===== src/gsr_pkg.sv =====
`timescale 1ns / 1ps
package gsr_pkg;

   localparam int ROW_IDX_W  = 16;
   localparam int BYTE_IDX_W = 12;
   localparam int LEN_W      = 7;

   localparam logic [7:0]       GF_POLY_LOW     = 8'h1D;
   localparam logic [LEN_W-1:0] SYMBOL_LEN_RST  = 7'd64;
   localparam int               CSR_ADDR_W      = 3;
   localparam logic             CSR_IDX_SYM_LEN = 1'b0;

   typedef enum logic [1:0] {
      REQ_WRITE = 2'd0,
      REQ_READ  = 2'd1,
      REQ_AXPY  = 2'd2,
      REQ_SCALE = 2'd3
   } req_kind_type;

   typedef struct packed {
      req_kind_type           kind;
      logic [ROW_IDX_W-1:0]   dst;
      logic [ROW_IDX_W-1:0]   src;
      logic [BYTE_IDX_W-1:0]  byte_sel;
      logic [7:0]             wbyte;
      logic [7:0]             mul;
      logic [LEN_W-1:0]       count;
   } job_type;

   function automatic logic [7:0] gf_mul(input logic [7:0] a, input logic [7:0] b);
      logic [7:0] x;
      logic [7:0] acc;
      x   = a;
      acc = '0;
      for (int k = 0; k < 8; k++) begin
         if (b[k]) acc = acc ^ x;
         x = {x[6:0], 1'b0} ^ (x[7] ? GF_POLY_LOW : 8'h00);
      end
      return acc;
   endfunction

endpackage


===== src/gsr_if.sv =====
`timescale 1ns / 1ps
interface gsr_req_if;
   logic       valid;
   logic       ready;
   logic [1:0] req_type;
   logic [7:0] dst_row;
   logic [7:0] src_row;
   logic [5:0] byte_index;
   logic [7:0] write_byte;
   logic [7:0] multiplier;

   modport source (output valid, req_type, dst_row, src_row, byte_index, write_byte,
                   multiplier, input ready);
   modport sink (input valid, req_type, dst_row, src_row, byte_index, write_byte,
                 multiplier, output ready);
endinterface



===== src/gsr_front.sv =====
`timescale 1ns / 1ps
module gsr_front
   import gsr_pkg::*;
#(
   parameter int MAX_ROWS         = 256,
   parameter int MAX_SYMBOL_BYTES = 64
) (
   input  logic             clock,
   input  logic             reset,
   gsr_req_if.sink          req_if,
   input  logic [LEN_W-1:0] symbol_len,
   output job_type          job,
   output logic             job_valid,
   input  logic             job_ready
);

   localparam int QD = 4;
   localparam int QW = $clog2(QD);

   job_type        q_ff [QD];
   logic [QW-1:0]  wr_ptr_ff;
   logic [QW-1:0]  rd_ptr_ff;
   logic [QW:0]    fill_ff;

   logic           dst_ok;
   logic           src_ok;
   logic           byte_ok;
   logic [31:0]    len_w;
   logic [LEN_W-1:0] len_sat;
   job_type        new_job;
   logic           push;
   logic           pop;

   always_comb begin
      dst_ok  = 32'(req_if.dst_row) < 32'(MAX_ROWS);
      src_ok  = 32'(req_if.src_row) < 32'(MAX_ROWS);
      byte_ok = 32'(req_if.byte_index) < 32'(MAX_SYMBOL_BYTES);
      len_w   = (32'(symbol_len) > 32'(MAX_SYMBOL_BYTES)) ? 32'(MAX_SYMBOL_BYTES)
                                                          : 32'(symbol_len);
      len_sat = len_w[LEN_W-1:0];

      new_job.kind     = req_kind_type'(req_if.req_type);
      new_job.dst      = ROW_IDX_W'(req_if.dst_row);
      new_job.src      = ROW_IDX_W'(req_if.src_row);
      new_job.byte_sel = BYTE_IDX_W'(req_if.byte_index);
      new_job.wbyte    = req_if.write_byte;
      new_job.mul      = req_if.multiplier;
      case (new_job.kind)
         REQ_WRITE, REQ_READ: new_job.count = (dst_ok && byte_ok) ? LEN_W'(1) : '0;
         REQ_AXPY:            new_job.count = (dst_ok && src_ok) ? len_sat : '0;
         REQ_SCALE:           new_job.count = dst_ok ? len_sat : '0;
         default:             new_job.count = '0;
      endcase
   end

   assign req_if.ready = (fill_ff != (QW+1)'(QD));
   assign push         = req_if.valid && req_if.ready;
   assign job_valid    = (fill_ff != '0);
   assign job          = q_ff[rd_ptr_ff];
   assign pop          = job_valid && job_ready;

   always_ff @(posedge clock) begin
      if (reset) begin
         wr_ptr_ff <= '0;
         rd_ptr_ff <= '0;
         fill_ff   <= '0;
      end else begin
         if (push) begin
            q_ff[wr_ptr_ff] <= new_job;
            wr_ptr_ff       <= wr_ptr_ff + QW'(1);
         end
         if (pop) rd_ptr_ff <= rd_ptr_ff + QW'(1);
         case ({push, pop})
            2'b10:   fill_ff <= fill_ff + (QW+1)'(1);
            2'b01:   fill_ff <= fill_ff - (QW+1)'(1);
            default: fill_ff <= fill_ff;
         endcase
      end
   end

endmodule


===== src/flat_wrapper.sv =====
// flat-port wrapper written by rule: the top's interface ports become plain ports
module gsr_front_flat import gsr_pkg::*;
#(
   parameter int MAX_ROWS         = 256,
   parameter int MAX_SYMBOL_BYTES = 64
)
  (clock, reset, symbol_len, job, job_valid, job_ready, req_if_valid, req_if_req_type, req_if_dst_row, req_if_src_row, req_if_byte_index, req_if_write_byte, req_if_multiplier, req_if_ready);
  gsr_req_if req_if_i ();
  input  logic clock;
  input  logic reset;
  input  logic [LEN_W-1:0] symbol_len;
  output job_type job;
  output logic job_valid;
  input  logic job_ready;
  input wire logic [$bits(req_if_i.valid)-1:0] req_if_valid;
  input wire logic [$bits(req_if_i.req_type)-1:0] req_if_req_type;
  input wire logic [$bits(req_if_i.dst_row)-1:0] req_if_dst_row;
  input wire logic [$bits(req_if_i.src_row)-1:0] req_if_src_row;
  input wire logic [$bits(req_if_i.byte_index)-1:0] req_if_byte_index;
  input wire logic [$bits(req_if_i.write_byte)-1:0] req_if_write_byte;
  input wire logic [$bits(req_if_i.multiplier)-1:0] req_if_multiplier;
  output wire logic [$bits(req_if_i.ready)-1:0] req_if_ready;
  assign req_if_i.valid = req_if_valid;
  assign req_if_i.req_type = req_if_req_type;
  assign req_if_i.dst_row = req_if_dst_row;
  assign req_if_i.src_row = req_if_src_row;
  assign req_if_i.byte_index = req_if_byte_index;
  assign req_if_i.write_byte = req_if_write_byte;
  assign req_if_i.multiplier = req_if_multiplier;
  assign req_if_ready = req_if_i.ready;
  gsr_front #(.MAX_ROWS(MAX_ROWS), .MAX_SYMBOL_BYTES(MAX_SYMBOL_BYTES)) u_core (.clock(clock), .reset(reset), .req_if(req_if_i), .symbol_len(symbol_len), .job(job), .job_valid(job_valid), .job_ready(job_ready));
endmodule

===== config.mk =====
export PLATFORM = sky130hd
export DESIGN_NAME = gsr_front_flat
export DESIGN_NICKNAME = d
export VERILOG_FILES = /design/src/gsr_pkg.sv /design/src/gsr_if.sv /design/src/gsr_front.sv /design/src/flat_wrapper.sv
export SDC_FILE = /design/constraint.sdc
export NUM_CORES = 1
export LEC_CHECK = 0
export ABC_AREA = 1
export BUFFER_PORTS_ARGS = -buffer_cell sky130_fd_sc_hd__buf_2
export CORE_AREA = 2 2 187 189
export DETAILED_ROUTE_END_ITERATION = 8
export DIE_AREA = 0 0 189 191
export PLACE_DENSITY = 0.52
export SYNTH_ARGS = -nofsm -noshare
export SYNTH_HDL_FRONTEND = slang
export SYNTH_SLANG_ARGS = --single-unit
export TNS_END_PERCENT = 1

===== constraint.sdc =====
create_clock -name clock -period 3.05 [get_ports clock]
set_input_delay 0.305 -clock clock [delete_from_list [all_inputs] [get_ports clock]]
set_output_delay 0.305 -clock clock [all_outputs]
set_load 0.1 [all_outputs]

==> out/results.ini, run 1 <==
[final_layout]
utilization_pct = 30.37
fin_nets = 726
drive_gt1_share_pct = 30.65
final-instance-count-excl-fill = 1137
num_antenna_cells = 0
mostFrequentLayoutCell = edfxtp_1
syn_to_final_growth_pct = 27.60
mostFrequentLayoutCells = edfxtp_1 (188), nor2_1 (85), o21ai_0 (84)

[synthesis]
synth_cells = 570
ys_warn_count = 0
netlist-cell-type-count = 25
netlist_area_sq_um = 8120
async_flop_share_pct = 0
yosys_most_used_dff = edfxtp_1
seq_area_frac_synth_pct = 71.74
synth_seq_cells = 197
synth_edf_count = 188
synth.avg_cell_area_sq_um = 14.25

[clocking]
clk_latency_ns = 0.43
cts_resized = 0
cts_setup_buffers = 0
clkSlewWorstSetupHoldPaths_ns = 0.08
numClockSinks = 197
cts_root_buffer = clkbuf_16
clockBufferDepth = 2
cts-hold-fix-buffers = 0
cts_tree = done
cts_inserted_buffers = 17
htree_levels = 4

[worst_setup_path]
crit_chain = inv_4 -> buf_12 -> o21ai_0 -> o22ai_2 -> buf_12
crit_path_frequent_cell = buf_12
worstPathMaxFanout = 35
crit_family = buffers and inverters
cp_slowest_stage_delay_ns = 0.45
ff2ff_setup_slack_ns = 1.16
critPathKind = reg -> out
crit_buf_inv = 3
end_kind = output pin
slowest_stage = dfxtp_4
crit_arrival_ns = 2.16
cp.required_ns = 2.74
cp-start-kind = flip-flop

[timing]
grt_setup_unrepaired = false
finalCritPeriodShare_pct = 80.83
relSlewSlack_pct = 62.30
clock_skew_ns = 0.01734
fmax_mhz = 405.6
fin_hold_ws_ns = 0.09004
worst_slew_pin_slew_ns = 0.5595
fin_crit_ns = 2.465
maxSlewViolCount = 0
finalSetupViolCount = 0
finalHoldViolCount = 0

[run_status]
outcome = finished, final reports clean

[route]
routed-wl-met3_microns = 949
via_per_inst = 4.068
wl_microns = 18070
vias = 4625
dr.first_iter.drc_count = 288
antenna_left = 0
dr.pass1.iters = 4
topRoutingLayerUsed = met5
drc = 0
route.layer.met1.wl_microns = 8264
wl_met2_microns = 8627
avgRoutedWirePerCell_microns = 15.90

[power]
power_density_nw_per_um2 = 978.7
ir_worst_vdd_mv = 0.6319
switching_share_pct = 43.27
p_int_mw = 5.752
power_leakage_nw = 3.565
share_seq_of_total_power_pct = 31.8
comb_power_share_pct = 46.0
pwr-share-clk_pct = 22.2
power.switching_mw = 4.388

[floorplanning]
dieHeight_microns = 191
core_area_sq_um = 34120
rows = 68
num_io_pins = 122
initial_utilization_pct = 23.80
dieArea_sq_um = 36100
fp.dieW_microns = 189

[global_route]
grt_start_max_net_pins = 48
grt_pass1_wl_microns = 27760
grt_pass1_vias = 4728
antenna_found_initial = 2
overflow = 0
grt_util_all_layers_pct = 10.35

[place]
placed_cells = 1105
port_buffers = 99
dp_hpwl_microns = 10820
place_congestion = 0.7045

[job]
maxCapViolations = 0

[worst_hold_path]
hold_class = in -> reg

## cells by family after synthesis
| family | synth area share (%) |
|---|---|
| flip-flops | 71.74 |
| AO/OA/AOI/OAI | 12.10 |
| AND/OR/NAND/NOR | 9.183 |
| buffers and inverters | 5.917 |
| adder cells (fa/ha/maj) | 1.017 |
| other | 0.04618 |
## cells in the mapped netlist (4+ instances only)
master	instances	area (sq um)
o21ai_1	10	50.05
edfxtp_1	188	5645
clkbuf_1	12	45.04
buf_4	23	172.7
nor2_1	89	334.1
o22ai_2	27	337.8
nand2_1	20	75.07
o21ai_0	84	420.4
inv_1	20	75.07
dfxtp_1	9	180.2
o22ai_1	20	125.1
nor2_4	27	304.0
buf_12	4	80.08
buf_2	9	45.04
buf_6	4	45.04
nand3_1	5	25.02
ha_1	5	62.56
## metal layers
layer  track usage, %  vias to the layer above
met1            13.17                     2289
li1                 -                     2221
met5                0                        -
met4            3.155                        2
met2            16.64                       97
met3            3.507                       16
## power groups by stage
| stage | clock [mW] | combinational (mW) | sequential (mW) |
|---|---|---|---|
| 4_1_cts | 2.33 | 4.73 | 3.23 |
| 3_3_place_gp | 0 | 4.71 | 3.29 |
| 5_1_grt | 2.44 | 4.88 | 3.25 |
| 6_report | 2.25 | 4.66 | 3.23 |
| 2_1_floorplan | 0 | 3.24 | 3.24 |
| 3_5_place_dp | 0 | 4.73 | 3.29 |
## flip-flops by register name, indices dropped and copies added, names as in the netlist, named ones only
| register | cells |
|---|---|
| u_core.fill_ff | 3 |
| u_core.rd_ptr_ff | 2 |
| u_core.wr_ptr_ff | 2 |
| u_core.q_ff | 188 |
## final cells by class
type / count / area [sq um]
well taps: 455 / 569.3
inverters: 24 / 92.59
clock buffers: 18 / 429.2
fillers: 3391 / 23760
clock inverters: 14 / 150.1
multi-input cells: 318 / 1923
flip-flops and latches: 197 / 5831
repair buffers: 111 / 1366
## per-stage QoR
step | worst slack (ns) | total power [mW] | setup TNS [ns] | instance area (sq um)
6_report | 0.5847 | 10.14 | 0 | 10360
5_1_grt | 0.4103 | 10.57 | 0 | 10360
4_1_cts | 0.4887 | 10.29 | 0 | 10360
3_5_place_dp | 0.9567 | 8.023 | 0 | 9782
3_3_place_gp | 0.9908 | 7.996 | 0 | 9782
2_1_floorplan | -0.1258 | 6.479 | -23.66 | 8199
## path summary, 6_finish.rpt
check | startpoint | end | cells past startpoint
worst max-delay path | flip-flop | job[54] | 5
worst min register to register | u_core.wr_ptr_ff[1]$_SDFFE_PP0N_ | u_core.wr_ptr_ff[1]$_SDFFE_PP0N_ | 2
worst max register to register | u_core.fill_ff[1]$_SDFFE_PP0P_ | u_core.q_ff[3][5]$_DFFE_PP_ | 5
worst min-delay path | req_if_dst_row[6] | u_core.q_ff[3][43]$_DFFE_PP_ | 1
## worst register-to-register path: stages (launching register included)
cell and delay [ns]:
dfxtp_1 0.35, nor2_1 0.08, a21boi_1 0.28, nand2_1 0.31, nor2_4 0.18, buf_12 0.32
Power figures use the tool's default switching activity.
==> inputs of run 2 (changes only) <==
clock period = 2.25 ns   (was 3.05 ns; I/O delays follow)
==> out/results.ini, run 2 (synthesized netlist as in run 1, its figures left out) <==
[global_route]
overflow = 0
grt_pass1_wl_microns = 26190
grt_pass1_vias = 4598
antenna_found_initial = 4
grt_start_max_net_pins = 49
grt_util_all_layers_pct = 9.697

[floorplanning]
rows = 68
num_io_pins = 122
core_area_sq_um = 34120
dieArea_sq_um = 36100
fp.dieW_microns = 189
dieHeight_microns = 191
initial_utilization_pct = 23.80

[place]
dp_hpwl_microns = 11080
place_congestion = 0.7310
placed_cells = 1106
port_buffers = 99
pre_cts_slack_ns = 0.4467

[final_layout]
drive_gt1_share_pct = 30.99
fill_cells = 3347
fin_nets = 741
utilization_pct = 31.06
final-instance-count-excl-fill = 1155
mostFrequentLayoutCell = edfxtp_1
mostFrequentLayoutCells = edfxtp_1 (188), nor2_1 (85), o21ai_0 (84)
syn_to_final_growth_pct = 30.49
largest_registers = u_core.q_ff (188), u_core.fill_ff (3)
largest_reg_flops = 188
largest-register = u_core.q_ff

[worst_setup_path]
critPathKind = reg -> out
crit_path_frequent_cell = buf_12
crit_chain = buf_12 -> o21ai_0 -> o22ai_2 -> buf_12
cp.required_ns = 2.03
worstPathMaxFanout = 48
cp-start-kind = flip-flop
slowest_stage = dfxtp_4
end_kind = output pin
ff2ff_setup_slack_ns = 0.47
crit_arrival_ns = 1.92
cp_slowest_stage_delay_ns = 0.50

[clocking]
numClockSinks = 197
htree_levels = 4
clockBufferDepth = 2
cts_inserted_buffers = 17
clk_latency_ns = 0.42
cts_root_buffer = clkbuf_16
cts_setup_buffers = 0
clkSlewWorstSetupHoldPaths_ns = 0.08
cts_tree = done

[timing]
finalHoldViolCount = 0
fin_hold_ws_ns = 0.01918
maxSlewViolCount = 0
finalSetupViolCount = 0
clock_skew_ns = 0.008904
worst_slack_ns = 0.1079
worst_slew_pin_slew_ns = 0.4922
grt_setup_unrepaired = true
finalCritPeriodShare_pct = 95.21
fmax_mhz = 466.8
fin_crit_ns = 2.142
relSlewSlack_pct = 66.84

[power]
ir_worst_vdd_mv = 0.8409
power_leakage_nw = 3.662
power_density_nw_per_um2 = 1302

[route]
antenna_left = 0
dr.first_iter.drc_count = 223
dr.pass1.iters = 4
avgRoutedWirePerCell_microns = 14.98
via_per_inst = 3.994
vias = 4613
wl_microns = 17310
drc = 0

[job]
maxCapViolations = 0

[run_status]
outcome = finished, final reports clean

[worst_hold_path]
hold_class = in -> reg

[run 2: changes by cell type in the layout (fill, tap and decap cells not counted), moves of 2 or more]
cell / previous run / this run
o22ai_1: 20 / 15
clkinv_4: 2 / 4
dlygate4sd3_1: 0 / 14
o22ai_2: 27 / 32
clkinv_2: 3 / 1
inv_8: 0 / 2
buf_6: 0 / 2
clkinv_8: 0 / 2
buf_4: 6 / 3
buf_12: 53 / 55
diode_2: 0 / 3
clkinvlp_4: 3 / 1
[run 2: per-stage QoR]
| step | setup TNS (ns) | power [mW] | area [sq um] |
|---|---|---|---|
| after global routing | -0.01082 | 14.32 | 10590 |
| after global placement | 0 | 10.90 | 9821 |
| after floorplan | -36.97 | 8.789 | 8220 |
| after CTS | 0 | 13.94 | 10530 |
| final | 0 | 13.79 | 10600 |
| after detailed placement | 0 | 10.93 | 9821 |
[run 2: report_power, final]
| group | leakage (nW) | internal [mW] | switching [mW] |
|---|---|---|---|
| Combinational | 1.59 | 1.97 | 4.48 |
| Sequential | 1.79 | 4.24 | 0.115 |
| Clock | 0.288 | 1.58 | 1.41 |
[run 2: cell type report]
| cell class | instances | area, sq um | area share (%) |
|---|---|---|---|
| Clock inverter | 15 | 167.7 | 1.582 |
| Inverter | 24 | 92.59 | 0.8738 |
| Tap cell | 455 | 569.3 | 5.373 |
| Multi-Input combinational cell | 318 | 1954 | 18.44 |
| Antenna cell | 3 | 7.507 | 0.07085 |
| Sequential cell | 197 | 5833 | 55.05 |
| Clock buffer | 17 | 425.4 | 4.015 |
| Timing Repair Buffer | 126 | 1546 | 14.59 |
[run 2: critical path, delay by kind of cell (launching register included)]
family                 cells  cell delay, ns
AO/OA/AOI/OAI              2            0.45
buffers and inverters      2            0.47
flip-flops                 1            0.50
[run 2: worst paths after layout]
kind | startpoint | endpoint | cells after the start
worst max-delay path | flip-flop | job[57] | 4
worst min-delay path | req_if_dst_row[1] | u_core.q_ff[3][38]$_DFFE_PP_ | 1
worst max register to register | u_core.fill_ff[1]$_SDFFE_PP0P_ | u_core.q_ff[0][28]$_DFFE_PP_ | 5
worst min register to register | u_core.rd_ptr_ff[1]$_SDFFE_PP0N_ | flip-flop | 2
[run 2: layer usage]
layer	share of wire, %	routed length [microns]	vias to the layer above	track usage, %
met5	0.092	16	-	0
met4	0.87	150	2	2.614
met3	5.6	977	14	3.451
met2	50	8648	87	16.48
met1	43	7513	2250	11.62
li1	-	-	2260	-
[run 2: what timing repair did]
action	in CTS	in global routing
resized for setup	3	4
hold buffers	10	4
setup endpoints to repair	6	16
endpoints found under the hold margin	33	12
